## config.mk

```make
export PLATFORM = sky130hd
export DESIGN_NAME = mmfs_queue
export DESIGN_NICKNAME = d
export VERILOG_FILES = /design/src/rtl/mmfs_pkg.sv /design/src/rtl/mmfs_queue.sv
export SDC_FILE = /design/constraint.sdc
export NUM_CORES = 1
export LEC_CHECK = 0
export BUFFER_PORTS_ARGS = -buffer_cell sky130_fd_sc_hd__buf_2
export CAP_MARGIN = 0
export CORE_ASPECT_RATIO = 0.75
export CORE_UTILIZATION = 55
export CTS_BUF_LIST = sky130_fd_sc_hd__clkbuf_8
export DETAILED_ROUTE_END_ITERATION = 8
export GPL_TIMING_DRIVEN = 0
export PLACE_DENSITY = 0.91
export SYNTH_ARGS = -nofsm -noshare
export SYNTH_HDL_FRONTEND = slang
export SYNTH_SLANG_ARGS = --single-unit
```

## constraint.sdc

```tcl
create_clock -name clk_i -period 11.72 [get_ports clk_i]
set_input_delay 1.172 -clock clk_i [delete_from_list [all_inputs] [get_ports clk_i]]
set_output_delay 1.172 -clock clk_i [all_outputs]
set_load 0.05 [all_outputs]
```

## src/rtl/mmfs_pkg.sv

```systemverilog
// shared types and constants of the min-max feature scaler
package mmfs_pkg;

  localparam int unsigned DefNumFeatures  = 64;
  localparam int unsigned DefFractionBits = 16;

  localparam int unsigned OpW    = 2;
  localparam int unsigned IndexW = 6;
  localparam int unsigned ValueW = 32;

  typedef enum logic [OpW-1:0] {
    OP_FIT       = 2'd0,
    OP_TRANSFORM = 2'd1,
    OP_READ      = 2'd2,
    OP_NONE      = 2'd3
  } op_e;

  // one queued request for the back end, bounds already fetched
  typedef struct packed {
    logic                     is_read;
    logic                     flat;
    logic signed [ValueW-1:0] sample;
    logic signed [ValueW-1:0] lo;
    logic signed [ValueW-1:0] hi;
  } entry_t;

endpackage

```

## src/rtl/mmfs_queue.sv

```systemverilog
// two-entry queue between front and back end
module mmfs_queue (
  input  logic             clk_i,
  input  logic             rst_ni,
  input  logic             push_i,
  input  mmfs_pkg::entry_t push_data_i,
  output logic             full_o,
  input  logic             pop_i,
  output mmfs_pkg::entry_t pop_data_o,
  output logic             empty_o
);

  mmfs_pkg::entry_t mem_q [2];
  logic       wr_q, rd_q;
  logic [1:0] cnt_q;

  assign full_o     = (cnt_q == 2'd2);
  assign empty_o    = (cnt_q == 2'd0);
  assign pop_data_o = mem_q[rd_q];

  always_ff @(posedge clk_i) begin
    if (push_i) begin
      mem_q[wr_q] <= push_data_i;
    end
  end

  always_ff @(posedge clk_i or negedge rst_ni) begin
    if (!rst_ni) begin
      wr_q  <= 1'b0;
      rd_q  <= 1'b0;
      cnt_q <= 2'd0;
    end else begin
      if (push_i) begin
        wr_q <= ~wr_q;
      end
      if (pop_i) begin
        rd_q <= ~rd_q;
      end
      cnt_q <= cnt_q + {1'b0, push_i} - {1'b0, pop_i};
    end
  end

endmodule

```

# Word level (Yosys, flattened, before mapping)
# Memories as Yosys holds them, arrays and structs flattened.
# Cells that the tools add are included.
# totals
latchBits	0
in_bits	102
mem_bits_rw	196
mem_bits_ro	0
ff_bits	4
memories	1
# op_classes
add_sub_neg	2
n_mul	0
reduce_logical	1
eq_ne	1
magnitude_cmp	0
n_mux	2
shift	0
n_div	0
n_bitwise	2
# mem_list
name	depth	word_bits	read_ports	rd_ports_with_merged_regs	write_ports	line	source
mem_q	2	98	1	0	1	mmfs_queue.sv:13	mmfs_pkg::entry_t mem_q [2];
# op_table
op	n
$add 2x1->2	1
$eq 2x2->1 const B	1
$logic_not 2->1	1
$mux 1	2
$not 1->1	2
$sub 2x1->2	1

# Logic depth before layout (Yosys ltp)
# Gate-level depths: netlist of run 1.
# logic_depth
ltp_word	2
depth_mapped	5

# Worst setup path after synthesis of run 1
# OpenSTA, ideal clock, no wires.
# synth_timing
kind	input port to flip-flop
from	input push_i
to	memory mem_q[0][0] (netlist bit) (enable)
setup_time_ns	0.567
path_slack_ns	5.714
t_arrival_ns	5.439
stages	1
path_cell_list	nor2b_1
# synth_between
elab_chain_cells	2
# synth_rtl
element	line	source
start: declaration	mmfs_queue.sv:5	input logic push_i,
$mux 1	mmfs_queue.sv:22	if (push_i) begin
$mux 1 (not written as such)	mmfs_queue.sv:23	mem_q[wr_q] <= push_data_i;
end: declaration	mmfs_queue.sv:13	
# Every way passes these cells.

==> results of run 1 <==
==> flip-flops by register name, summed over array words and instances (netlist names) <==
| name | flops |
|---|---|
| cnt_q | 2 |
| wr_q | 1 |
| rd_q | 1 |
| mem_q | 196 |
==> through the flow <==
step	cells	cell area, µm²	setup slack (ps)	power [W]
2_1_floorplan	320	7300	5710	0.00187
3_3_place_gp	692	8520	3590	0.00209
3_5_place_dp	696	8620	9110	0.00211
4_1_cts	728	9030	8650	0.00255
5_1_grt	728	9030	8600	0.00262
6_report	728	9030	8710	0.00253
==> Yosys cell counts (all sizes together) <==
library cell / n / area, µm²
edfxtp: 196 / 5890
mux2: 98 / 1140
buf: 11 / 73.8
dfrtp: 4 / 100
ha: 2 / 25.0
inv: 2 / 7.51
nor2b: 2 / 12.5
xor2: 2 / 17.5
and2: 1 / 6.26
nor2: 1 / 3.75
xor3: 1 / 23.8
==> cell families after synthesis <==
logic type | share of synthesized area, %
AND/OR/NAND/NOR | 0.309
buffers and inverters | 1.11
flip-flops | 82.0
XOR/XNOR | 0.566
adder cells (fa/ha/maj) | 0.343
multiplexers | 15.6
==> critical path, delay by kind of cell, from the launching register on <==
| kind | cells | cell delay [ps] |
|---|---|---|
| multiplexers | 1 | 310 |
| buffers and inverters | 4 | 720 |
| flip-flops | 1 | 350 |
==> per-layer routing <==
layer  part of all wire (%)  global-route usage [%]  wire length, µm  vias up
li1                       -                       -                -     1714
met1                     42                    23.4             5440     1805
met2                     50                    32.1             6470      153
met3                    7.4                    6.56              964       13
met4                    1.2                    7.78              150        0
met5                      0                       0                0        -
==> area by class of cell <==
class / instances / area, µm²
clock buffers: 17 / 234
fillers: 836 / 3940
multi-input cells: 107 / 1240
flip-flops and latches: 200 / 5990
plain buffers: 11 / 73.8
repair buffers: 205 / 1100
clock inverters: 15 / 174
inverters: 2 / 7.51
well taps: 171 / 214
==> worst max path at each step <==
stage | end | slack [ps] | from | depth (start not counted)
after floorplan | mem_q[0][0] | 5710 | push_i | 1
after global placement | mem_q[0][1] | 3590 | push_i | 2
after detailed placement | mem_q[0][87] | 9110 | push_i | 4
after CTS | pop_data_o[13] | 8650 | rd_q | 4
after global routing | pop_data_o[85] | 8600 | rd_q | 5
final | pop_data_o[85] | 8710 | rd_q | 5
==> power by group through the flow <==
stage / Clock (W) / Combinational, W / Sequential (W)
floorplan: 0 / 0.000867 / 0.00100
global placement: 0 / 0.00107 / 0.00102
detailed placement: 0 / 0.00111 / 0.000998
CTS: 0.000454 / 0.00111 / 0.000982
global route: 0.000479 / 0.00115 / 0.000992
finish: 0.000442 / 0.00110 / 0.000981
==> run_results.csv, run 1 <==
group,metric,value,unit
run_status,status,"finished clean",
global_route,grt_start_max_net_pins,56,
clock_tree,clockRootBuffer,"clkbuf_8",
power_and_ir_drop,pwr_density_cell,280,nW/µm²
route,postRouteAntennaNets,0,
sta,slew_viol_final,0,
global_route,antenna_found_initial,0,
place,place_congestion,0.724,
layout,final_cell_mix,"buf_2, edfxtp_1, mux2_2",
power_and_ir_drop,power.clock.fraction,17.5,%
clock_tree,clockBufferDepth,2,
yosys,ys_ff_latch,200,
worst_setup_path,critPathKind,"flop to output pin",
sta,relSlewSlack,58.0,%
floorplanning,core_area,13000,µm²
yosys,synth_nets,424,
worst_setup_path,cp_common_cell,"buf_6",
worst_setup_path,critPathRequiredTime,10550,ps
floorplanning,fp-row-count,36,
sta,fin_crit_sh,25.7,%
sta,hold_violations,0,
floorplanning,dieArea,13700,µm²
power_and_ir_drop,intPower,0.00148,W
layout,syn_to_final_growth,23.7,%
power_and_ir_drop,leakage,3.47,nW
global_route,grt_pass1_vias,3799,
worst_setup_path,r2r-end,"mem_q[1][4]",
sta,max_freq,333,MHz
route,vias_per_cell,5.06,
floorplanning,start_util,56.2,%
power_and_ir_drop,p_switching,0.00105,W
worst_setup_path,reg2reg_depth,2,
power_and_ir_drop,p_seq_share,38.8,%
worst_setup_path,critPathMaxFanout,10,
route,vias,3685,
sta,finalSetupTns,0,ps
clock_tree,ctsResizeCount,0,
worst_setup_path,reg2reg_from,"wr_q",
sta,setup_viol,0,
route,drtIter0Drc,173,
worst_setup_path,r2r_slack,9960,ps
clock_tree,ctsHtreeMaxLevel,4,
floorplanning,chipHeight,102,µm
clock_tree,cts_hold_buf,0,
sta,worstMarginPinSlew,629,ps
floorplanning,ios,202,
hold_path,hold_class,"input pin to asynchronous set/reset pin",
sta,fin_skew,11.0,ps
worst_setup_path,cp-start-kind,"flop",
job,cap_violations,0,
power_and_ir_drop,irDropWorstVdd,248,µV
clock_tree,postCtsSetupRepairBufs,0,
global_route,grt-ovfl-total,0,
worst_setup_path,cp_slowest_cell,"dfrtp_1",
worst_setup_path,critPathCaptureType,"output pin",
place,hpwlAfterDp,9100,µm
worst_setup_path,cp_cell_sequence,"buf_6 -> buf_6 -> buf_6 -> mux2_4 -> buf_2",
clock_tree,clock_latency,450,ps
worst_setup_path,arrival,1830,ps
worst_setup_path,cp_slowest_stage_delay,350,ps
yosys,yosysSeqAreaShare,82.0,%
clock_tree,cts_made_buffers,17,
layout,post-route-util,69.6,%
yosys,ys_types,13,
power_and_ir_drop,combPwrFrac,43.7,%
sta,whs,503,ps
yosys,yosysWarnings,0,
clock_tree,cts_tree,"built",
route,drc,0,
route,routedWlPerCell,17.9,µm
place,port_buffers,201,
layout,antenna_cells,0,
yosys,synth_area_per_cell,22.8,µm²
yosys,syn_inst,320,
power_and_ir_drop,swShare,41.6,%
yosys,netlist_area,7300,µm²
route,firstDrtPassIters,4,
floorplanning,chipWidth,135,µm
sta,min_period,3010,ps
layout,final_common_cell,"buf_2",
layout,drive_gt1_share,62.1,%
clock_tree,clk_pin_slew,100,ps
global_route,grt_util_all_layers,19.3,%
layout,final_nets,648,
clock_tree,cts_num_sinks,200,
sta,rsz0062_at_grt,"no",
global_route,grt_pass1_wl,19000,µm
route,finalWirelength,13000,µm
Note: power is estimated with default switching activity, not from simulation.
==> run 2: changes to the inputs <==
Settings changed: ABC_AREA set to 1, CORE_UTILIZATION 55 to 49, PLACE_DENSITY 0.91 to 0.86.
Clock period 11.72 ns to 2.7 ns, I/O delays scaled along.
==> run 2 against run 1 <==
Against the previous run: synthesized cell count grew 68%; clock skew shrank 1.2 ps; first-iteration DRC count grew 60%; critical endpoint is now pop_data_o[22].
==> run_results.csv, run 2 <==
group,metric,value,unit
yosys,synthTopCellsByCount,"edfxtp_1, inv_1, nand2_1",
layout,multi_input_area,1090,µm²
yosys,netlist_area,7760,µm²
yosys,syn_inst,537,
yosys,synth_edf_count,196,
clock_tree,postCtsSetupRepairBufs,0,
sta,rsz0062_at_grt,"no",
layout,regMostFlops,"mem_q",
yosys,netlist_top_cells_area,"edfxtp_1, inv_1, nand2_1",
floorplanning,chipHeight,111,µm
route,postRouteAntennaNets,0,
layout,stdcell_count,1080,
sta,slew_viol_final,0,
yosys,ys_ff_latch,200,
clock_tree,clockBufferDepth,2,
yosys,synth_nets,641,
clock_tree,clock_latency,470,ps
power_and_ir_drop,leakage,4.49,nW
route,drtIter0Drc,276,
sta,fin_crit_sh,83.5,%
floorplanning,start_util,50.5,%
sta,relSlewSlack,66.1,%
layout,antenna_cells,0,
worst_setup_path,critPathKind,"flop to output pin",
global_route,antenna_found_initial,0,
layout,fillers,1019,
layout,final_cell_mix,"buf_2, edfxtp_1, inv_1",
sta,setup_viol,0,
layout,largestRegisters,"mem_q: 196 flops, cnt_q: 2 flops",
worst_setup_path,cp-start-kind,"flop",
clock_tree,clockRootBuffer,"clkbuf_8",
worst_setup_path,r2r-end,"mem_q[0][8]",
yosys,ys_async_sr_fraction,2.00,%
layout,drive_gt1_share,33.6,%
place,dpl-instance-area,9140,µm²
layout,syn_to_final_growth,35.6,%
yosys,yosys.area.top_type_share,75.8,%
sta,max_freq,444,MHz
yosys,yosysWarnings,0,
global_route,grt_pass1_wl,27900,µm
global_route,grt_util_all_layers,23.3,%
job,cap_violations,0,
hold_path,whs_endpoint,"wr_q",
yosys,yosysMostFrequentCell,"edfxtp_1",
place,place_congestion,0.731,
sta,fin_skew,9.84,ps
clock_tree,cts_made_buffers,17,
route,vias_per_cell,4.88,
clock_tree,cts_tree,"built",
run_status,status,"finished clean",
place,dp.cells,948,
sta,min_period,2250,ps
worst_setup_path,cp_slowest_cell,"o21ai_0",
power_and_ir_drop,pwr_density_cell,1170,nW/µm²
floorplanning,fp-row-count,39,
worst_setup_path,arrival,1980,ps
layout,largest_reg_flops,196,
sta,hold_violations,0,
layout,regArea,5990,µm²
global_route,grt_start_max_net_pins,44,
floorplanning,ios,202,
route,firstDrtPassIters,8,
global_route,grt-ovfl-total,0,
floorplanning,dieArea,16400,µm²
place,hpwlAfterDp,10700,µm
clock_tree,cts_num_sinks,200,
worst_setup_path,r2r_slack,1020,ps
worst_setup_path,cp_slowest_stage_delay,420,ps
worst_setup_path,cp_cell_sequence,"buf_6 -> clkbuf_1 -> o21ai_0 -> buf_2",
sta,worstMarginPinSlew,507,ps
clock_tree,ctsHtreeMaxLevel,4,
global_route,grt_pass1_vias,5517,
clock_tree,clk_pin_slew,90,ps
layout,fin_area,10500,µm²
power_and_ir_drop,design_power_total,0.0123,W
route,drc,0,
layout,final_nets,966,
yosys,yosysTopAreaCell,"edfxtp_1",
power_and_ir_drop,irDropWorstVdd,919,µV
route,finalWirelength,18100,µm
worst_setup_path,critPathMaxFanout,10,
worst_setup_path,critPathCaptureType,"output pin",
worst_setup_path,reg2reg_depth,3,
layout,post-route-util,68.5,%
layout,final_common_cell,"buf_2",
hold_path,hold_class,"input pin to flop",
floorplanning,chipWidth,147,µm
hold_path,min_path_cells,2,
place,port_buffers,201,
yosys,synthFlopType,"edfxtp_1",
floorplanning,core_area,15400,µm²
route,routedWlPerCell,16.8,µm
yosys,yosysSeqAreaShare,77.1,%
yosys,synth_area_per_cell,14.5,µm²
worst_setup_path,critPathRequiredTime,2430,ps
route,vias,5265,
worst_setup_path,reg2reg_from,"wr_q",
hold_path,hp-start,"push_i",
yosys,ys_types,17,
[run 2: cell count changes after synthesis, sizes merged, moves of 2 or more]
cell,delta
buf,+6
o21ai,+98
nand2,+104
clkbuf,+5
mux2,-98
inv,+103
nor2b,-2
nor2,+2
[run 2: worst max path at each step]
stage,from,depth (start not counted),end,slack [ps]
after floorplan,wr_q,2,mem_q[1][0],360
after global placement,wr_q,2,mem_q[1][39],-420
after detailed placement,push_i,5,mem_q[0][56],1000
after CTS,rd_q,4,pop_data_o[22],460
after global routing,rd_q,4,pop_data_o[22],390
final,rd_q,4,pop_data_o[22],450
[run 2: metrics by stage]
step                      hold WS [ps]  setup WS (ps)  TNS (ps)
after CTS                         9.08            465         0
after global placement            86.8           -425    -74360
after floorplan                  -25.6            357         0
final                             44.3            446         0
after detailed placement          89.0           1000         0
after global routing              9.23            388         0
[run 2: cell families after synthesis]
family / after synthesis / share of synthesized area [%]
buffers and inverters: 127 / 8.90
AND/OR/NAND/NOR: 108 / 5.24
adder cells (fa/ha/maj): 2 / 0.322
flip-flops: 200 / 77.1
AO/OA/AOI/OAI: 98 / 8.20
XOR/XNOR: 2 / 0.226
[run 2: worst max-delay path, delay by kind of cell, from the launching register on]
kind	cells	cell delay, ps
buffers and inverters	3	710
AOI/OAI and AO/OA	1	420
DFF	1	390
[run 2: final cells by class]
class	count	share of cell area, %
inverters	105	3.78
flip-flops and latches	200	56.9
repair buffers	306	20.1
well taps	205	2.44
multi-input cells	210	10.4
clock inverters	15	1.38
clock buffers	17	2.22
plain buffers	22	2.82
[run 2: timing repair]
action	CTS	global route
gates resized for setup	0	0
endpoints found under the hold margin	201	0
hold buffers	100	0
[run 2: metal layers]
layer	up-vias	GRT usage, %	wire (µm)	share of wire, %
met5	-	0	0	0
met4	0	9.48	409	2.3
met3	34	7.37	1640	9.0
met2	287	41.0	9270	51
met1	2484	26.1	6820	38
li1	2460	-	-	-
[run 2: where the power goes]
part	internal, W	switching, W
registers	0.00411	0.000166
logic	0.00156	0.00464
clock network	0.000752	0.00108
==> run 3: changes to the inputs <==
Clock period 2.7 ns to 2 ns, I/O delays scaled along.
==> run 3 against run 2 <==
Against the previous run: global-route usage is 1.0 points higher; register-to-register slack worse by 780 ps; critical path depth stayed put; power is 45% higher; flip-flop and latch count stayed put; die area stayed put; count of clock-buffer cells in the layout stayed put; wire length is 9.4% higher; via count is 2.1% higher; combinational power is 54% higher; critical path type unchanged; critical endpoint is now pop_data_o[27]; largest power group unchanged.
==> run_results.csv, run 3 (synthesis gave the netlist of run 2 again) <==
group,metric,value,unit
run_status,status,"finished clean",
power_and_ir_drop,pwr_density_cell,1620,nW/µm²
power_and_ir_drop,irDropWorstVdd,1400,µV
clock_tree,cts_tree,"built",
sta,hold_violations,0,
worst_setup_path,critPathRequiredTime,1800,ps
job,cap_violations,0,
place,hpwlAfterDp,10500,µm
sta,rsz0062_at_grt,"yes",
worst_setup_path,reg2reg_depth,3,
sta,finalSetupTns,0,ps
clock_tree,cts_num_sinks,200,
worst_setup_path,r2r_slack,240,ps
worst_setup_path,cp-start-kind,"flop",
route,drtIter0Drc,390,
layout,regMostFlops,"mem_q",
clock_tree,cts_made_buffers,17,
global_route,grt_start_max_net_pins,44,
layout,largest_reg_flops,196,
floorplanning,chipWidth,147,µm
global_route,grt-ovfl-total,0,
worst_setup_path,arrival,1790,ps
layout,syn_to_final_growth,41.3,%
layout,largestRegisters,"mem_q: 196 flops, cnt_q: 2 flops",
floorplanning,chipHeight,111,µm
worst_setup_path,critPathMaxFanout,10,
route,drc,0,
sta,finalWorstSetupSlack,7.12,ps
floorplanning,start_util,50.5,%
layout,final_cell_mix,"edfxtp_1, buf_2, inv_1",
hold_path,hold_class,"input pin to asynchronous set/reset pin",
sta,fin_skew,17.1,ps
clock_tree,clock_latency,480,ps
place,port_buffers,201,
place,place_congestion,0.746,
layout,fillers,929,
route,postRouteAntennaNets,0,
sta,setup_viol,0,
sta,max_freq,502,MHz
route,vias,5374,
route,firstDrtPassIters,5,
global_route,antenna_found_initial,1,
place,dpl-instance-area,9150,µm²
floorplanning,fp-row-count,39,
global_route,grt_util_all_layers,24.3,%
layout,fin_area,11000,µm²
power_and_ir_drop,leakage,4.64,nW
layout,final_nets,968,
route,routedWlPerCell,18.3,µm
route,met2_length,10400,µm
worst_setup_path,r2r-end,"mem_q[0][15]",
route,wl_met1,7420,µm
floorplanning,ios,202,
global_route,grt_pass1_vias,5607,
clock_tree,clockRootBuffer,"clkbuf_8",
clock_tree,ctsHtreeMaxLevel,4,
place,dp_slack,278,ps
route,vias_per_cell,4.97,
layout,stdcell_count,1082,
sta,slew_viol_final,0,
layout,final_common_cell,"edfxtp_1",
worst_setup_path,critPathKind,"flop to output pin",
global_route,grt_pass1_wl,29200,µm
route,finalWirelength,19900,µm
sta,fin_crit_sh,99.6,%
layout,drive_gt1_share,36.0,%
floorplanning,dieArea,16400,µm²
place,dp.cells,948,
route,top_layer_used,"met4",
worst_setup_path,reg2reg_from,"wr_q",
sta,worstMarginPinSlew,604,ps
sta,min_period,1990,ps
worst_setup_path,critPathCaptureType,"output pin",
route,wl_met3,1600,µm
sta,relSlewSlack,59.6,%
floorplanning,core_area,15400,µm²
clock_tree,clk_pin_slew,100,ps
clock_tree,clockBufferDepth,2,
layout,post-route-util,71.4,%
[run 3: changes by cell type in the layout (fill, tap and decap cells not counted), moves of 2 or more]
cell,change
buf_2,-90
buf_4,+54
buf_6,+33
o21ai_0,-30
o21ai_1,+17
o21ai_2,+13
clkbuf_4,+6
clkbuf_1,-5
clkbuf_2,+2
clkinv_8,+2
inv_6,+2
[run 3: worst max-delay path by stage]
| stage | to | start | slack [ps] |
|---|---|---|---|
| 4_1_cts | pop_data_o[6] | rd_q | 0.1 |
| 3_3_place_gp | mem_q[1][22] | wr_q | -1120 |
| 2_1_floorplan | mem_q[1][0] | wr_q | -320 |
| 6_report | pop_data_o[27] | rd_q | 7 |
| 5_1_grt | pop_data_o[33] | rd_q | -80 |
| 3_5_place_dp | mem_q[0][22] | wr_q | 280 |
[run 3: timing repair]
| item | CTS | global route |
|---|---|---|
| setup endpoints to repair | 76 | 85 |
| gates cloned | 0 | 1 |
| endpoints found under the hold margin | 202 | 0 |
| gates resized for setup | 97 | 97 |
| hold buffers | 101 | 0 |
| buffers inserted | 0 | 0 |
[run 3: per-stage QoR]
stage          power, W  hold WS, ps
2_1_floorplan    0.0120        -95.6
3_3_place_gp     0.0138         13.1
3_5_place_dp     0.0140         14.2
4_1_cts          0.0171         31.3
5_1_grt          0.0185         64.3
6_report         0.0178         76.3
[run 3: routing by layer]
metal  track usage, %  vias up
li1                 -     2475
met4             10.4        0
met3             6.71       35
met1             27.6     2572
met5                0        -
met2             42.9      292
[run 3: layout make-up]
type	count	area, µm²	area share, %
inverter	105	398	3.63
clock buffer	17	234	2.13
multi-input combinational	210	1140	10.4
clock inverter	14	141	1.29
antenna	1	2.50	0.0228
sequential	200	5990	54.6
timing repair buffer	308	2500	22.8
buffer	22	310	2.83
tap	205	256	2.34
[run 3: worst max-delay path, stage by stage, from the launching register on]
cell	delay, ps
dfrtp_1	400
buf_6	160
clkbuf_2	210
o21ai_0	290
buf_4	260
[run 3: power by group]
part / internal, W / total, W / leakage, nW / switching, W
clock: 0.000914 / 0.00247 / 0.181 / 0.00156
combinational: 0.00299 / 0.00956 / 2.57 / 0.00657
sequential: 0.00555 / 0.00579 / 1.89 / 0.000237
