<file path="config.mk">
export PLATFORM = sky130hd
export DESIGN_NAME = mmfs_back_flat
export DESIGN_NICKNAME = d
export VERILOG_FILES = /design/src/rtl/mmfs_pkg.sv /design/src/rtl/mmfs_out_if.sv /design/src/rtl/mmfs_back.sv /design/src/flat_wrapper.sv
export SDC_FILE = /design/constraint.sdc
export NUM_CORES = 1
export LEC_CHECK = 0
export BUFFER_PORTS_ARGS = -buffer_cell sky130_fd_sc_hd__buf_4
export CAP_MARGIN = 10
export CORE_UTILIZATION = 60
export CTS_CLUSTER_DIAMETER = 120
export DETAILED_ROUTE_END_ITERATION = 10
export GPL_TIMING_DRIVEN = 0
export PLACE_DENSITY_LB_ADDON = 0.05
export SYNTH_ARGS = -nofsm -noshare
export SYNTH_HDL_FRONTEND = slang
export SYNTH_SLANG_ARGS = --single-unit
</file>
<file path="constraint.sdc">
create_clock -name clk_i -period 4.1 [get_ports clk_i]
set_clock_uncertainty 0.15 [all_clocks]
set_input_delay 0.205 -clock clk_i [delete_from_list [all_inputs] [get_ports clk_i]]
set_output_delay 0.205 -clock clk_i [all_outputs]
set_load 0.01 [all_outputs]
</file>
<file path="src/rtl/mmfs_pkg.sv">
// shared types and constants of the min-max feature scaler
package mmfs_pkg;

  localparam int unsigned DefNumFeatures  = 64;
  localparam int unsigned DefFractionBits = 16;

  localparam int unsigned OpW    = 2;
  localparam int unsigned IndexW = 6;
  localparam int unsigned ValueW = 32;

  typedef enum logic [OpW-1:0] {
    OP_FIT       = 2'd0,
    OP_TRANSFORM = 2'd1,
    OP_READ      = 2'd2,
    OP_NONE      = 2'd3
  } op_e;

  // one queued request for the back end, bounds already fetched
  typedef struct packed {
    logic                     is_read;
    logic                     flat;
    logic signed [ValueW-1:0] sample;
    logic signed [ValueW-1:0] lo;
    logic signed [ValueW-1:0] hi;
  } entry_t;

endpackage

</file>
<file path="src/rtl/mmfs_out_if.sv">
// result channel of the min-max feature scaler
interface mmfs_out_if;
  logic                               valid;
  logic                               ready;
  logic signed [mmfs_pkg::ValueW-1:0] result_value;
  logic                               unscaled;
  logic signed [mmfs_pkg::ValueW-1:0] low_bound;
  logic signed [mmfs_pkg::ValueW-1:0] high_bound;

  modport source (output valid, output result_value, output unscaled,
                  output low_bound, output high_bound, input ready);
  modport sink (input valid, input result_value, input unscaled,
                input low_bound, input high_bound, output ready);
endinterface

</file>
<file path="src/rtl/mmfs_back.sv">
// back end: bit-serial scaling division, saturation and result register
module mmfs_back #(
  parameter int unsigned FRACTION_BITS = mmfs_pkg::DefFractionBits
) (
  input  logic             clk_i,
  input  logic             rst_ni,
  input  mmfs_pkg::entry_t pop_data_i,
  input  logic             empty_i,
  output logic             pop_o,
  mmfs_out_if.source       out_o
);

  localparam int unsigned VW    = mmfs_pkg::ValueW;
  localparam int unsigned DW    = VW + 1;
  localparam int unsigned DVD_W = DW + FRACTION_BITS;
  localparam int unsigned REM_W = DW + 1;
  localparam int unsigned CNT_W = $clog2(DVD_W);

  typedef enum logic [1:0] {
    B_IDLE,
    B_DIV,
    B_FIN,
    B_OUT
  } state_e;

  state_e                state_q;
  logic [DVD_W-1:0]      dvd_q;
  logic [REM_W-1:0]      rem_q;
  logic [DW-1:0]         ad_q;
  logic                  neg_q;
  logic [CNT_W-1:0]      cnt_q;
  logic signed [VW-1:0]  res_q, lo_q, hi_q;
  logic                  flat_q;

  logic signed [DW-1:0]  num, den;
  logic [DW-1:0]         an, ad;
  logic [REM_W-1:0]      rem_sh;
  logic [REM_W:0]        diff;
  logic                  ge;

  assign num = DW'(pop_data_i.sample) - DW'(pop_data_i.lo);
  assign den = DW'(pop_data_i.hi) - DW'(pop_data_i.lo);
  assign an  = num[DW-1] ? DW'(-num) : DW'(num);
  assign ad  = den[DW-1] ? DW'(-den) : DW'(den);

  // one restoring step per cycle, quotient shifts in behind the dividend
  assign rem_sh = {rem_q[REM_W-2:0], dvd_q[DVD_W-1]};
  assign diff   = {1'b0, rem_sh} - {2'b00, ad_q};
  assign ge     = !diff[REM_W];

  assign pop_o              = (state_q == B_IDLE) && !empty_i;
  assign out_o.valid        = (state_q == B_OUT);
  assign out_o.result_value = res_q;
  assign out_o.unscaled     = flat_q;
  assign out_o.low_bound    = lo_q;
  assign out_o.high_bound   = hi_q;

  always_ff @(posedge clk_i or negedge rst_ni) begin
    if (!rst_ni) begin
      state_q <= B_IDLE;
      dvd_q   <= '0;
      rem_q   <= '0;
      ad_q    <= '0;
      neg_q   <= 1'b0;
      cnt_q   <= '0;
      res_q   <= '0;
      lo_q    <= '0;
      hi_q    <= '0;
      flat_q  <= 1'b0;
    end else begin
      case (state_q)
        B_IDLE: begin
          if (pop_o) begin
            lo_q   <= pop_data_i.lo;
            hi_q   <= pop_data_i.hi;
            flat_q <= pop_data_i.flat;
            if (pop_data_i.is_read) begin
              res_q   <= '0;
              state_q <= B_OUT;
            end else if (pop_data_i.flat) begin
              res_q   <= pop_data_i.sample;
              state_q <= B_OUT;
            end else begin
              dvd_q   <= {an, FRACTION_BITS'(0)};
              rem_q   <= '0;
              ad_q    <= ad;
              neg_q   <= num[DW-1] ^ den[DW-1];
              cnt_q   <= '0;
              state_q <= B_DIV;
            end
          end
        end
        B_DIV: begin
          rem_q <= ge ? diff[REM_W-1:0] : rem_sh;
          dvd_q <= {dvd_q[DVD_W-2:0], ge};
          cnt_q <= cnt_q + 1'b1;
          if (cnt_q == CNT_W'(DVD_W - 1)) begin
            state_q <= B_FIN;
          end
        end
        B_FIN: begin
          if (neg_q) begin
            res_q <= (dvd_q > DVD_W'(33'h0_8000_0000)) ? 32'sh8000_0000
                                                       : -$signed(dvd_q[VW-1:0]);
          end else begin
            res_q <= (dvd_q > DVD_W'(33'h0_7fff_ffff)) ? 32'sh7fff_ffff
                                                       : $signed(dvd_q[VW-1:0]);
          end
          state_q <= B_OUT;
        end
        B_OUT: begin
          if (out_o.ready) begin
            state_q <= B_IDLE;
          end
        end
        default: state_q <= B_IDLE;
      endcase
    end
  end

endmodule

</file>
<file path="src/flat_wrapper.sv">
// flat-port wrapper written by rule: the top's interface ports become plain ports
module mmfs_back_flat 
#(
  parameter int unsigned FRACTION_BITS = mmfs_pkg::DefFractionBits
)
  (clk_i, rst_ni, pop_data_i, empty_i, pop_o, out_o_valid, out_o_result_value, out_o_unscaled, out_o_low_bound, out_o_high_bound, out_o_ready);
  mmfs_out_if out_o_i ();
  input  logic clk_i;
  input  logic rst_ni;
  input  mmfs_pkg::entry_t pop_data_i;
  input  logic empty_i;
  output logic pop_o;
  output wire logic [$bits(out_o_i.valid)-1:0] out_o_valid;
  output wire logic [$bits(out_o_i.result_value)-1:0] out_o_result_value;
  output wire logic [$bits(out_o_i.unscaled)-1:0] out_o_unscaled;
  output wire logic [$bits(out_o_i.low_bound)-1:0] out_o_low_bound;
  output wire logic [$bits(out_o_i.high_bound)-1:0] out_o_high_bound;
  input wire logic [$bits(out_o_i.ready)-1:0] out_o_ready;
  assign out_o_valid = out_o_i.valid;
  assign out_o_result_value = out_o_i.result_value;
  assign out_o_unscaled = out_o_i.unscaled;
  assign out_o_low_bound = out_o_i.low_bound;
  assign out_o_high_bound = out_o_i.high_bound;
  assign out_o_i.ready = out_o_ready;
  mmfs_back #(.FRACTION_BITS(FRACTION_BITS)) u_core (.clk_i(clk_i), .rst_ni(rst_ni), .pop_data_i(pop_data_i), .empty_i(empty_i), .pop_o(pop_o), .out_o(out_o_i));
endmodule
</file>
; Yosys cells after proc, flatten, opt, wreduce, memory -nomap -nowiden
; Cells that the tools add are included.
[word_totals]
word_cells = 71
inputBits = 102
regBits = 221
[classes]
muxes = 28
n_eq_ne = 10
n_bitwise = 3
n_lt_le_gt_ge = 2
n_addsub = 7
reduce_logical = 11
[op_table]
columns = operator, n
row1 = two-way mux 33 bit, 6
row2 = two-way mux 32 bit, 6
row3 = two-way mux 49 bit, 3
row4 = one-hot mux 49 bit (2 select lines), 1
row5 = negation 33 bit, 2
row6 = one-hot mux 33 bit (2 select lines), 1
row7 = subtractor 32 x 32 -> 33 bit, 2
row8 = one-hot mux 32 bit (2 select lines), 1
row9 = "greater-than comparator 49 x 31 -> 1 bit, second input constant", 1
row10 = "greater-than comparator 49 x 32 -> 1 bit, second input constant", 1
row11 = subtractor 34 x 33 -> 35 bit, 1
row12 = negation 32 bit, 1
row13 = two-way mux 6 bit, 3
row14 = one-hot mux 6 bit (2 select lines), 1
row15 = two-way mux 2 bit, 5
row16 = one-hot mux 2 bit (4 select lines), 1
row17 = AND reduction 4 bit, 2
row18 = "adder 6 x 1 -> 6 bit, second input constant", 1
row19 = "== test 6 bit, second input constant", 1
row20 = "inequality test 2 bit, second input constant", 3
row21 = AND reduction 3 bit, 2
row22 = "== test 2 bit, second input constant", 2
row23 = "inequality test 2 x 1 -> 1 bit, second input constant", 2
row24 = nonzero test 2 bit, 2
row25 = other kinds (8), 10

; Depth between registers and ports, before layout
; Gate-level depths: netlist of run 1.
[logic_depth]
word_depth = 7
mapped_depth = 16
mapped_depth_nobuf = 15

; Worst setup path after synthesis of run 1
; Ideal clock, no wire load.
[synth_path]
kind = input-to-reg
start = in pop_data_i[0] in the netlist's numbering
end = reg u_core.ad_q[31]
required_time_ns = 3.829
cell_stages = 15
arrival_time_ns = 3.638
slack_ns = 0.191
n_path_buf = 0
setup_time_ns = 0.121
path_cell_list = inv_1 -> ha_1 -> inv_1 -> fa_1 -> a211o_1 -> a2111o_1 -> a21oi_1 -> xor2_1 -> nand4_1 -> or4b_4 -> nor4_4 -> nand3_2 -> o41ai_2 -> xnor2_1 -> o21ai_1
[synth_between]
elab_chain_cells = 3
[synth_lines]
columns = item, line
row1 = from (decl), flat_wrapper.sv:10  ; input mmfs_pkg::entry_t pop_data_i;
row2 = subtractor 32 x 32 -> 33 bit *, mmfs_back.sv:42  ; assign den = DW'(pop_data_i.hi) - DW'(pop_data_i.lo);
row3 = negation 33 bit, mmfs_back.sv:44  ; assign ad = den[DW-1] ? DW'(-den) : DW'(den);
row4 = two-way mux 33 bit *, mmfs_back.sv:44
row5 = to (signal assigned), mmfs_back.sv:63  ; ad_q <= '0;
row6 = to (signal assigned), mmfs_back.sv:86  ; ad_q <= ad;
row7 = to (decl), mmfs_back.sv:29  ; logic [DW-1:0] ad_q;
; Mark *: on every way between the ends. The rest lies on a longest branch, timed or not.
; A chain may end at the register's enable or synchronous reset.

; Final worst setup path of run 1
[layout_path]
start = in pop_data_i[54] in the netlist's numbering
end = reg u_core.dvd_q[46]
[layout_between]
elab_chain_cells = 7
[layout_lines]
columns = item, line
row1 = subtractor 32 x 32 -> 33 bit *, mmfs_back.sv:41  ; assign num = DW'(pop_data_i.sample) - DW'(pop_data_i.lo);
row2 = negation 33 bit, mmfs_back.sv:43  ; assign an = num[DW-1] ? DW'(-num) : DW'(num);
row3 = two-way mux 33 bit *, mmfs_back.sv:43
row4 = two-way mux 49 bit *, mmfs_back.sv:80  ; end else if (pop_data_i.flat) begin
row5 = two-way mux 49 bit *, mmfs_back.sv:77  ; if (pop_data_i.is_read) begin
row6 = two-way mux 49 bit *, mmfs_back.sv:73  ; if (pop_o) begin
row7 = one-hot mux 49 bit (2 select lines) *, mmfs_back.sv:71  ; case (state_q)
row8 = to (signal assigned), mmfs_back.sv:84  ; dvd_q <= {an, FRACTION_BITS'(0)};
row9 = to (signal assigned), mmfs_back.sv:95  ; dvd_q <= {dvd_q[DVD_W-2:0], ge};
row10 = to (decl), mmfs_back.sv:27  ; logic [DVD_W-1:0] dvd_q;
; Mark *: on every way between the ends. The rest lies on a longest branch, timed or not. The select of a mux whose other input is x is not followed.

==> summary.txt, run 1 <==
STA
  – Slack of the critical path: between 0.015 and 0.02 ns
  – Slew margin rel.: 0.3688
  – Hold Violations, Final: 0
  – Fin. max-slew vios: 0
  – Slew of the pin with the lowest slew margin: ~0.95 ns
  – Min cycle time layout: around 4 ns
  – RSZ-0062 raised after global routing: true
  – Fmax: around 0.25 GHz
  – Post-route clock period utilization: 0.9954
  – Count of final setup violators: 0

Floorplanning
  – I/O pins: ~200
  – Initial Utilization: 0.6167
  – Die outline area: ~0.030 sq mm
  – Core area: roughly 0.028 sq mm
  – Row count: between 60 and 70
  – Die Wd: between 150 and 200 microns
  – Die height: 172.1 microns

Logic synthesis
  – Cell count after synthesis: about 2.2k
  – Yosys reg bits: about 220
  – Net Count, Synth: approximately 2.4k
  – Synth Area per Inst: 7.909 sq um
  – Synth Cell Area: between 0.015 and 0.02 sq mm
  – Synth Warn #: 0
  – Cell taking the most area after synthesis: dfrtp_1
  – Synth unique cells: approximately 90
  – Post-synth EDFFs: 0
  – Post-synth top area share: 0.3184
  – Top_reg_cell synth: dfrtp_1
  – Asr flop ratio synth: 1.000
  – Register area share after synthesis: 0.3184
  – Area contributors post-synth: dfrtp_1 32%, nand2_1 7.9%, ha_1 7.7%, o21ai_0 6.5%, a21oi_1 4.0%

Routing
  – DRC viols: 0
  – Avg WL per Cell: 22.44 microns
  – Via density per instance: about 6.5
  – Initial drt markers: approximately 2.5k
  – Antenna Nets Post-Route: 0
  – Via count: roughly 19k
  – Pre-antenna DRT Iters: 7
  – Drt total wl: 65760 microns

Placed design
  – Place WS: -0.6865 ns
  – Final HPWL DP: around 46000 microns
  – Port Buf Inserts: 200
  – Final GP Congestion: slightly below 1
  – Placed Area: roughly 0.019 sq mm

Global route
  – Congestion Overflow GR: 0
  – Pin count of the biggest net entering global routing: 119
  – Vias in the first global route: between 15k and 20k
  – Initial antenna violation count: 0
  – First-pass GRT wire length: roughly 99000 microns
  – GR Util All Layers: 0.4361

Clock tree
  – CTS tree: yes
  – Sink Count: between 200 and 250
  – Clock root buffer: clkbuf_16
  – Clk buf depth: 3
  – Num CTS Buffers: 25
  – Skew-Pair Late Insertion Delay: 0.56 ns
  – Clock Pin Slew Worst Setup and Hold Paths: 0.06 ns
  – H-tree levels: 1

Power and ir drop
  – VDD IR max: around 0.47 mV
  – Cell area power density: just under 700 mW/mm^2
  – Total leakage power: between 9 and 10 nW

Setup path
  – Crit path DAT: ~4.4 ns
  – Required @ worst endpoint: 4.44 ns
  – WS Path Type: in2reg
  – Worst setup EP type: register
  – CP Launch Type: primary input
  – Crit-path max FO: 7

Layout
  – Final instance area: between 0.02 and 0.025 sq mm
  – Share of cells above drive strength 1: 0.1379
  – Fin nets: 2745
  – Fill cell count: ~2k
  – Layout area overhead: 24.16%
  – Area of the multi-input gates: ~0.011 sq mm
  – Register area: around 0.0055 sq mm

Flow run
  – MaxCap Viol Count: 0

Status
  – Status: completed

Worst hold path
  – HP Class: in2reg
==> per-layer routing <==
layer,up-vias,track usage,share of wire
met4,0,0.2151,0.057
met3,231,0.1106,0.12
met2,1264,0.6511,0.42
li1,8526,-,-
met1,9002,0.5863,0.40
met5,-,0,0
==> worst max-delay path, stage by stage <==
cell and delay [ns]:
dlygate4sd3_1 0.55, buf_4 0.14, inv_1 0.18, ha_1 0.27, clkbuf_1 0.21, a21o_1 0.20
a21o_1 0.18, a21o_1 0.21, or3_1 0.35, o211ai_1 0.35, nand4_1 0.25, or4_1 0.57
o31ai_2 0.27, xor2_1 0.26, o221a_2 0.23
==> registers in the layout, indices dropped and copies added (netlist names) <==
signal / cells
u_core.out_o.result_value: 32
u_core.cnt_q: 6
u_core.neg_q: 1
u_core.state_q: 2
u_core.out_o.high_bound: 32
u_core.out_o.unscaled: 1
u_core.dvd_q: 49
u_core.ad_q: 33
u_core.out_o.low_bound: 32
u_core.rem_q: 33
==> stage by stage <==
stage               power [mW]  instances  TNS, ns  hold slack, ns    util
floorplan                8.983       2196        0         -0.2406       -
global placement         11.54       2774   -17.31          0.2650  0.6868
detailed placement       11.78       2775   -26.59          0.1291  0.6880
CTS                      14.34       2920        0         0.01474  0.7557
global route             15.76       2930  -0.1859         0.03291  0.7656
finish                   15.00       2931        0         0.03715  0.7656
==> power breakdown <==
group	switching [mW]	total, mW	internal [mW]
Clock	1.01	2.42	1.41
Sequential	0.771	3.86	3.09
Combinational	5.36	8.71	3.36
Total	7.13	15.0	7.86
==> kinds of logic after synthesis <==
family / share of synthesized area
simple gates: 0.2154
compound gates: 0.2463
buf+inv: 0.05165
flops: 0.3184
xor+xnor: 0.06549
fa+ha+maj: 0.08054
mux: 0.02219
==> path summary, 6_finish.rpt <==
| path | slack (ns) | start | endpoint | depth (start not counted) |
|---|---|---|---|---|
| hold reg to reg | 0.33 | u_core.out_o.high_bound[28] | u_core.out_o.high_bound[28] | 2 |
| setup reg to reg | 0.11 | u_core.dvd_q[1] | u_core.out_o.result_value[14] | 14 |
| min in group asynchronous | 0.10 | rst_ni | u_core.rem_q[11] | 2 |
| setup / recovery | 0.02 | pop_data_i[54] | u_core.dvd_q[46] | 15 |
| max in group asynchronous | 2.62 | rst_ni | u_core.rem_q[26] | 3 |
| hold / removal | 0.04 | pop_data_i[32] | u_core.ad_q[0] | 3 |
==> cells in the mapped netlist (29+ instances only) <==
library cell / n
a21o_1: 38
xnor2_1: 77
o21ai_0: 224
clkbuf_1: 104
dfrtp_1: 221
mux2i_1: 34
nand2_1: 366
nand3_1: 38
ha_1: 107
a21oi_1: 138
nand4_1: 29
nor3_1: 37
inv_1: 103
xor2_1: 51
nor2_1: 165
==> final cells by class <==
cell class | instances | area share
tap | 378 | 0.02193
inverter | 104 | 0.01845
multi-input combinational | 1750 | 0.5173
sequential | 221 | 0.2565
clock inverter | 10 | 0.006847
antenna | 1 | 0.0001160
timing repair buffer | 313 | 0.1217
buffer | 118 | 0.02385
clock buffer | 36 | 0.03325
==> cells in the final DEF, fill, tap and decap left out, types with 8 or more instances in the layout <==
master / Yosys / routed
xor2_1: 51 / 48
clkbuf_16: 0 / 25
nor3_1: 37 / 36
o21bai_1: 10 / 10
or2_2: 11 / 11
o22ai_1: 9 / 9
and3_1: 23 / 22
buf_4: 0 / 214
nor4_1: 13 / 8
o211ai_1: 15 / 15
dfrtp_1: 221 / 221
nand2_1: 366 / 366
nand2b_1: 16 / 16
a21oi_1: 138 / 137
ha_1: 107 / 106
o31ai_1: 17 / 15
nor2_1: 165 / 163
dlygate4sd3_1: 0 / 99
a211o_1: 27 / 27
nand3_1: 38 / 36
nor2b_1: 18 / 18
a31o_2: 9 / 9
a221o_1: 8 / 8
a21o_1: 38 / 38
clkbuf_2: 3 / 8
clkbuf_1: 104 / 98
nand3b_1: 8 / 8
and2_1: 11 / 11
o21a_1: 22 / 22
o21ai_0: 224 / 221
mux2i_1: 34 / 34
a221oi_1: 23 / 23
xnor2_1: 77 / 74
nor3b_1: 18 / 16
nand4_1: 29 / 29
a31oi_1: 27 / 26
or3_1: 27 / 27
inv_1: 103 / 102
a211oi_1: 19 / 17
o31a_1: 8 / 8
==> timing repair <==
action | 4_1_cts | 5_1_grt
endpoints found under the setup margin | 59 | 103
gates cloned | 0 | 0
pin swaps | 0 | 15
hold buffers | 99 | 0
setup buffers | 0 | 13
resized for setup | 15 | 50
hold endpoints to repair | 204 | 0
No activity file was read; power rests on OpenSTA's default activity.
==> run 2, diff against run 1 <==
--- a/config.mk
+++ b/config.mk
@@ -7,7 +7,7 @@
 export LEC_CHECK = 0
 export BUFFER_PORTS_ARGS = -buffer_cell sky130_fd_sc_hd__buf_4
 export CAP_MARGIN = 10
-export CORE_UTILIZATION = 60
+export CORE_UTILIZATION = 40
 export CTS_CLUSTER_DIAMETER = 120
 export DETAILED_ROUTE_END_ITERATION = 10
 export GPL_TIMING_DRIVEN = 0
==> run 2 against run 1 <==
The run now ends with negative hold slack left; critical path depth stayed put; power is 1.1% higher; sequential share of layout area is 0.45 points lower; non-clock buffer count is 5 lower; count of clock-buffer cells in the layout stayed put; final cell count is 6.8% higher; utilization is 25 points lower; routed wire length is 1.0% higher; combinational power is 2% lower; worst hold slack worse by 0.037 ns; global-route usage is 14 points lower; register-to-register slack hardly changed; largest power group unchanged; highest routed layer is now met5.
==> summary.txt, run 2 (synthesis gave the netlist of run 1 again) <==
STA
  – Count of final setup violators: 0 (unchanged)
  – Min cycle time layout: 3.993 ns (-0.08813 ns)
  – Slew of the pin with the lowest slew margin: 0.9876 ns (+0.04076 ns)
  – Hold_ws: -0.0002650 ns (-0.03742 ns)
  – Post-route clock period utilization: 0.9739 (-0.02150)
  – RSZ-0062 raised after global routing: true
  – Hold Violations, Final: 1 (+1)
  – Fin. max-slew vios: 0 (unchanged)
  – Fmax: 0.2504 GHz (+2.2%)
  – Slew margin rel.: 0.3416 (-0.02718)

Clock tree
  – Sink Count: 221 (unchanged)
  – Clk buf depth: 3 (unchanged)
  – CTS tree: yes
  – Num CTS Buffers: 28 (+12%)
  – Clock Pin Slew Worst Setup and Hold Paths: 0.06 ns (about the same)
  – Clock root buffer: clkbuf_16
  – Skew-Pair Late Insertion Delay: 0.59 ns (+0.03 ns)
  – H-tree levels: 1 (unchanged)

Floorplanning
  – Initial Utilization: 0.4095 (-0.2072)
  – I/O pins: 201 (unchanged)
  – Die height: 210.4 microns (+22%)
  – Die outline area: 0.04426 sq mm (+49%)
  – Row count: 75 (+23%)
  – Die Wd: 210.4 microns (+22%)
  – Core area: 0.04242 sq mm (+51%)

Setup path
  – CP Launch Point: pop_data_i[79]
  – Critical Path Slowest Stage Cell: or4_1
  – Crit-path max FO: 8 (+1)
  – Required @ worst endpoint: 4.46 ns (+0.02 ns)
  – FF-to-FF path depth: 12 (-2)
  – Worst path max stage delay: 0.54 ns (-0.03 ns)
  – Worst setup EP type: register
  – End point of the critical path: u_core.dvd_q[46]
  – FF-to-FF setup slack: 0.12 ns (about the same)
  – CP Cell Sequence: dlygate4sd3_1 -> buf_4 -> ha_1 -> clkbuf_1 -> nor2_1 -> nor4_1 -> o311ai_1 -> nand2_1 -> nand2b_1 -> xnor2_1 -> nand4_1 -> or4_1 -> o31ai_1 -> xor2_1 -> o221a_2
  – CP Launch Type: primary input
  – Capture point of the worst reg-to-reg path: u_core.out_o.result_value[29]
  – R2r startpoint: u_core.dvd_q[11]
  – WS Path Type: in2reg
  – Crit path DAT: 4.35 ns (-0.07 ns)

Routing
  – Drt total wl: 66420 microns (+1.0%)
  – Avg WL per Cell: 21.23 microns (-5.4%)
  – DRC viols: 0 (unchanged)
  – Pre-antenna DRT Iters: 5 (-2)
  – Antenna Nets Post-Route: 0 (unchanged)
  – Via density per instance: 5.634 (-13%)
  – Via count: 17.63k (-7.3%)
  – Initial drt markers: 1463 (-41%)

Layout
  – Most frequent cells in the layout: 366 x nand2_1, 222 x o21ai_0, 221 x dfrtp_1
  – Max reg flops: 49 (unchanged)
  – Layout area overhead: 26.35%
  – Area of the multi-input gates: 0.01114 sq mm (-0.13%)
  – N_diodes: 0 (-1)
  – Post-layout util: 0.5174 (-0.2483)
  – Largest regs: u_core.dvd_q (49), u_core.ad_q (33), u_core.rem_q (33)
  – Largest Register: u_core.dvd_q
  – Share of cells above drive strength 1: 0.1375 (-0.0003918)
  – Fill cell count: 4147 (+100%)
  – Commonest non-fill, non-tap cell in the layout: nand2_1
  – Final instance area: 0.02194 sq mm (+1.8%)
  – Fin nets: 2743 (-0.073%)
  – Register area: 0.005530 sq mm (unchanged)

Power and ir drop
  – Cell area power density: 690.9 mW/mm^2 (-0.66%)
  – VDD IR max: 0.3809 mV (-19%)
  – Total leakage power: 9.890 nW (+0.66%)

Flow run
  – MaxCap Viol Count: 0 (unchanged)

Global route
  – Congestion Overflow GR: 0 (unchanged)
  – Initial antenna violation count: 2 (+2)
  – Pin count of the biggest net entering global routing: 83 (-30%)
  – GR Util All Layers: 0.2963 (-0.1399)
  – First-pass GRT wire length: 100700 microns (+2.2%)
  – Vias in the first global route: 16.74k (-5.1%)

Placed design
  – Final GP Congestion: 0.9277 (-4.8%)
  – Port Buf Inserts: 200 (unchanged)
  – Final HPWL DP: 51230 microns (+10%)
  – Placed Area: 0.01965 sq mm (+1.4%)

Worst hold path
  – HP Class: in2async

Status
  – Status: complete, but fails checks
  – Failing checks: negative hold slack
-- run 2: changes by cell type in the layout (fill, tap and decap cells not counted), moves of 3 or more --
cell | before | now
a211o_1 | 27 | 23
a211o_2 | 0 | 4
buf_4 | 214 | 205
bufinv_16 | 3 | 7
clkbuf_1 | 98 | 95
clkbuf_16 | 25 | 28
xnor2_1 | 74 | 77
xnor2_2 | 4 | 1
-- run 2: cell type report --
class,count,area share
plain buffers,118,0.02326
clock buffers,36,0.03512
clock inverters,15,0.01214
inverters,104,0.01796
multi-input cells,1750,0.5077
flip-flops and latches,221,0.2520
well taps,577,0.03290
repair buffers,308,0.1189
-- run 2: per-layer routing --
layer  wire length, microns  part of all wire  vias up  track usage
li1                       -                 -     8534            -
met1                  31790              0.48     8436       0.4334
met2                  27250              0.41      573       0.4252
met3                   5236             0.079       85      0.07420
met4                   2133             0.032        2      0.08921
met5                     13           0.00020        -            0
-- run 2: worst max-delay path: cells and delay by family --
family          cells  cell delay [ns]
simple gates        6             1.56
compound gates      3             0.83
xor+xnor            2             0.49
buf+inv             3             0.99
fa+ha+maj           1             0.26
-- run 2: worst min path at each step --
stage                        start                          end  slack (ns)  cells after the start
floorplan                   rst_ni               u_core.ad_q[0]       -0.24                      0
global placement    pop_data_i[18]  u_core.out_o.high_bound[18]        0.26                      3
detailed placement          rst_ni             u_core.rem_q[12]        0.05                      1
CTS                  pop_data_i[1]               u_core.ad_q[1]        0.03                      4
global route                rst_ni             u_core.rem_q[12]        0.05                      2
finish                      rst_ni             u_core.rem_q[12]     -0.0003                      2
-- run 2: power breakdown --
part | switching (mW) | leakage [nW] | internal [mW] | total (mW)
logic | 5.20 | 6.61 | 3.34 | 8.54
registers | 0.717 | 2.78 | 3.09 | 3.81
clock network | 1.05 | 0.504 | 1.76 | 2.82
-- run 2: stage by stage --
stage               hold slack, ns  setup slack (ns)  TNS, ns  cells  power (mW)
CTS                        0.02876          0.002653        0   3126       14.99
global route               0.05025           -0.1031  -0.2859   3129       16.25
detailed placement         0.04797           -0.6265   -35.49   2975       11.97
global placement            0.2619           -0.6041   -34.02   2973       11.86
floorplan                  -0.2406            0.1909        0   2196       8.983
finish                  -0.0002650            0.1070        0   3129       15.16
-- run 2: timing repair --
action / 4_1_cts / 5_1_grt
buffers inserted: 0 / 6
endpoints found under the hold margin: 241 / 0
gates resized for setup: 16 / 46
hold buffers: 100 / 0
pin swaps: 0 / 8
setup endpoints to repair: 65 / 99
==> run 3, diff against run 2 <==
--- a/config.mk
+++ b/config.mk
@@ -7,11 +7,13 @@
 export LEC_CHECK = 0
 export BUFFER_PORTS_ARGS = -buffer_cell sky130_fd_sc_hd__buf_4
 export CAP_MARGIN = 10
-export CORE_UTILIZATION = 40
+export CORE_UTILIZATION = 30
 export CTS_CLUSTER_DIAMETER = 120
 export DETAILED_ROUTE_END_ITERATION = 10
 export GPL_TIMING_DRIVEN = 0
 export PLACE_DENSITY_LB_ADDON = 0.05
+export SETUP_SLACK_MARGIN = 0.2
 export SYNTH_ARGS = -nofsm -noshare
 export SYNTH_HDL_FRONTEND = slang
 export SYNTH_SLANG_ARGS = --single-unit
+export TNS_END_PERCENT = 30
==> run 3 against run 2 <==
The run now ends clean; worst setup slack gained 0.14 ns; final area grew 3.8%; via count grew 0.40%; global-route usage shrank 5.8 points; sequential share of layout area shrank 0.92 points; clock power is essentially flat; critical path depth shrank 1; final cell count grew 6.8%; maximum frequency grew 3.5%; register-to-register slack gained 0.16 ns; worst hold slack gained 0.078 ns; critical endpoint is now u_core.neg_q; largest cell class unchanged.
==> summary.txt, run 3 (synthesis gave the netlist of run 1 again) <==
Layout
  – Most frequent cells in the layout: 365 x nand2_1, 232 x buf_4, 220 x dfrtp_1
  – Layout area overhead: 31.15%
  – Largest regs: u_core.dvd_q (49), u_core.ad_q (33), u_core.rem_q (33)
  – Max reg flops: 49 (unchanged)
  – Largest Register: u_core.dvd_q
  – Share of cells above drive strength 1: 0.1643 (+0.02674)
  – Fin nets: 2778 (+1.3%)
  – Final instance area: 0.02278 sq mm (+3.8%)
  – N_diodes: 0 (unchanged)
  – Commonest non-fill, non-tap cell in the layout: nand2_1

Floorplanning
  – Initial Utilization: 0.3057 (-0.1038)
  – Core area: 0.05682 sq mm (+34%)
  – Row count: 87 (+16%)
  – I/O pins: 201 (unchanged)
  – Die height: 242.6 microns (+15%)
  – Die Wd: 242.6 microns (+15%)
  – Die outline area: 0.05886 sq mm (+33%)

STA
  – Slew margin rel.: 0.2912 (-0.05045)
  – Count of final setup violators: 0 (unchanged)
  – RSZ-0062 raised after global routing: true
  – Post-route clock period utilization: 0.9405 (-0.03337)
  – Setup TNS Final: 0 ns (unchanged)
  – Hold Violations, Final: 0 (-1)
  – Fin. max-slew vios: 0 (unchanged)
  – Min cycle time layout: 3.856 ns (-0.1368 ns)
  – Fmax: 0.2593 GHz (+3.5%)
  – Slew of the pin with the lowest slew margin: 1.063 ns (+0.07567 ns)

Global route
  – GR Util All Layers: 0.2384 (-0.05787)
  – Initial antenna violation count: 3 (+1)
  – Congestion Overflow GR: 0 (unchanged)
  – Vias in the first global route: 16.98k (+1.4%)
  – First-pass GRT wire length: 107700 microns (+7.0%)
  – Pin count of the biggest net entering global routing: 88 (+6.0%)

Power and ir drop
  – Cell area power density: 681.8 mW/mm^2 (-1.3%)
  – VDD IR max: 0.3609 mV (-5.3%)
  – Total leakage power: 10.14 nW (+2.6%)

Setup path
  – Crit path DAT: 4.14 ns (-0.21 ns)
  – Capture point of the worst reg-to-reg path: u_core.out_o.result_value[31]
  – Crit-path max FO: 10 (+2)
  – FF-to-FF setup slack: 0.28 ns (+0.16 ns)
  – R2r startpoint: u_core.dvd_q[2]
  – CP Launch Type: primary input
  – WS Path Type: in2reg
  – FF-to-FF path depth: 12 (unchanged)
  – Worst setup EP type: register
  – Required @ worst endpoint: 4.39 ns (-0.07 ns)

Placed design
  – Final HPWL DP: 55790 microns (+8.9%)
  – Port Buf Inserts: 200 (unchanged)
  – Final GP Congestion: 0.9212 (-0.70%)
  – Placed Area: 0.01988 sq mm (+1.1%)

Clock tree
  – H-tree levels: 1 (unchanged)
  – Num CTS Buffers: 29 (+3.6%)
  – Clk buf depth: 3 (unchanged)
  – CTS tree: yes
  – Clock root buffer: clkbuf_16
  – Clock Pin Slew Worst Setup and Hold Paths: 0.06 ns (about the same)
  – Skew-Pair Late Insertion Delay: 0.58 ns (about the same)
  – Sink Count: 221 (unchanged)

Routing
  – Drt total wl: 72590 microns (+9.3%)
  – DRC viols: 0 (unchanged)
  – Pre-antenna DRT Iters: 5 (unchanged)
  – Initial drt markers: 1356 (-7.3%)
  – Via count: 17.70k (+0.40%)
  – Via density per instance: 5.295 (-6.0%)
  – Avg WL per Cell: 21.72 microns (+2.3%)
  – Antenna Nets Post-Route: 0 (unchanged)

Worst hold path
  – HP Class: in2reg
  – Hold_sp: pop_data_i[1]
  – Worst Hold Depth: 4
  – WHS Endpoint: u_core.ad_q[1]

Status
  – Status: completed

Flow run
  – MaxCap Viol Count: 0 (unchanged)
==> run 3: layout make-up <==
type | count | area [sq um]
Fill cell | 5908 | 34040
Multi-Input combinational cell | 1750 | 11440
Buffer | 121 | 558.0
Clock inverter | 12 | 191.4
Clock buffer | 40 | 847.1
Timing Repair Buffer | 339 | 2859
Inverter | 104 | 402.9
Sequential cell | 221 | 5532
Tap cell | 756 | 945.9
==> run 3: worst max path at each step <==
stage | endpoint | start | cells after the start | slack, ns
2_1_floorplan | u_core.ad_q[30] | pop_data_i[0] | 15 | 0.22
3_3_place_gp | u_core.ad_q[30] | pop_data_i[0] | 16 | -0.74
3_5_place_dp | u_core.ad_q[30] | pop_data_i[0] | 16 | -0.78
4_1_cts | pop_o | u_core.state_q[1] | 8 | 0.15
5_1_grt | u_core.ad_q[31] | pop_data_i[18] | 14 | 0.09
6_report | u_core.neg_q | pop_data_i[18] | 14 | 0.24
==> run 3: timing repair <==
item / in CTS / in global routing
endpoints found under the hold margin: 241 / 2
endpoints found under the setup margin: 129 / 109
setup buffers: 10 / 23
hold buffers: 102 / 2
gates resized for setup: 48 / 88
pin swaps: 9 / 30
==> run 3: critical path, cell delays in order <==
cell,delay (ns)
dlygate4sd3_1,0.54
buf_4,0.14
ha_1,0.38
a21oi_1,0.30
o21ai_0,0.21
a31o_2,0.27
a21oi_1,0.29
a21oi_1,0.16
o31a_1,0.29
o21ai_1,0.30
a31oi_4,0.24
clkbuf_2,0.28
xnor2_1,0.19
o21ai_0,0.33
==> run 3: layer usage <==
metal  up-vias  track usage  routed length, microns  part of all wire
li1       8589            -                       -                 -
met1      8580       0.3538                   35980              0.50
met2       458       0.3594                   31200              0.43
met3        72      0.03251                    3624             0.050
met4         2      0.06197                    1777             0.024
met5         -            0                      12           0.00017
==> run 3: per-stage QoR <==
step | hold WS, ns | util | std cells | setup WS, ns | total power, mW
after floorplan | -0.2406 | - | 2196 | 0.2223 | 8.983
after global routing | 0.1159 | 0.4009 | 3343 | 0.09267 | 16.66
after detailed placement | 0.004574 | 0.3498 | 3154 | -0.7805 | 12.15
final | 0.07780 | 0.4009 | 3343 | 0.2439 | 15.53
after CTS | 0.01173 | 0.3909 | 3318 | 0.1475 | 15.32
after global placement | 0.2653 | 0.3487 | 3152 | -0.7424 | 12.09
==> run 3: power by group <==
part / switching [mW] / internal [mW] / total, mW
Sequential: 0.694 / 3.09 / 3.79
Clock: 1.07 / 1.74 / 2.82
Combinational: 5.41 / 3.51 / 8.93
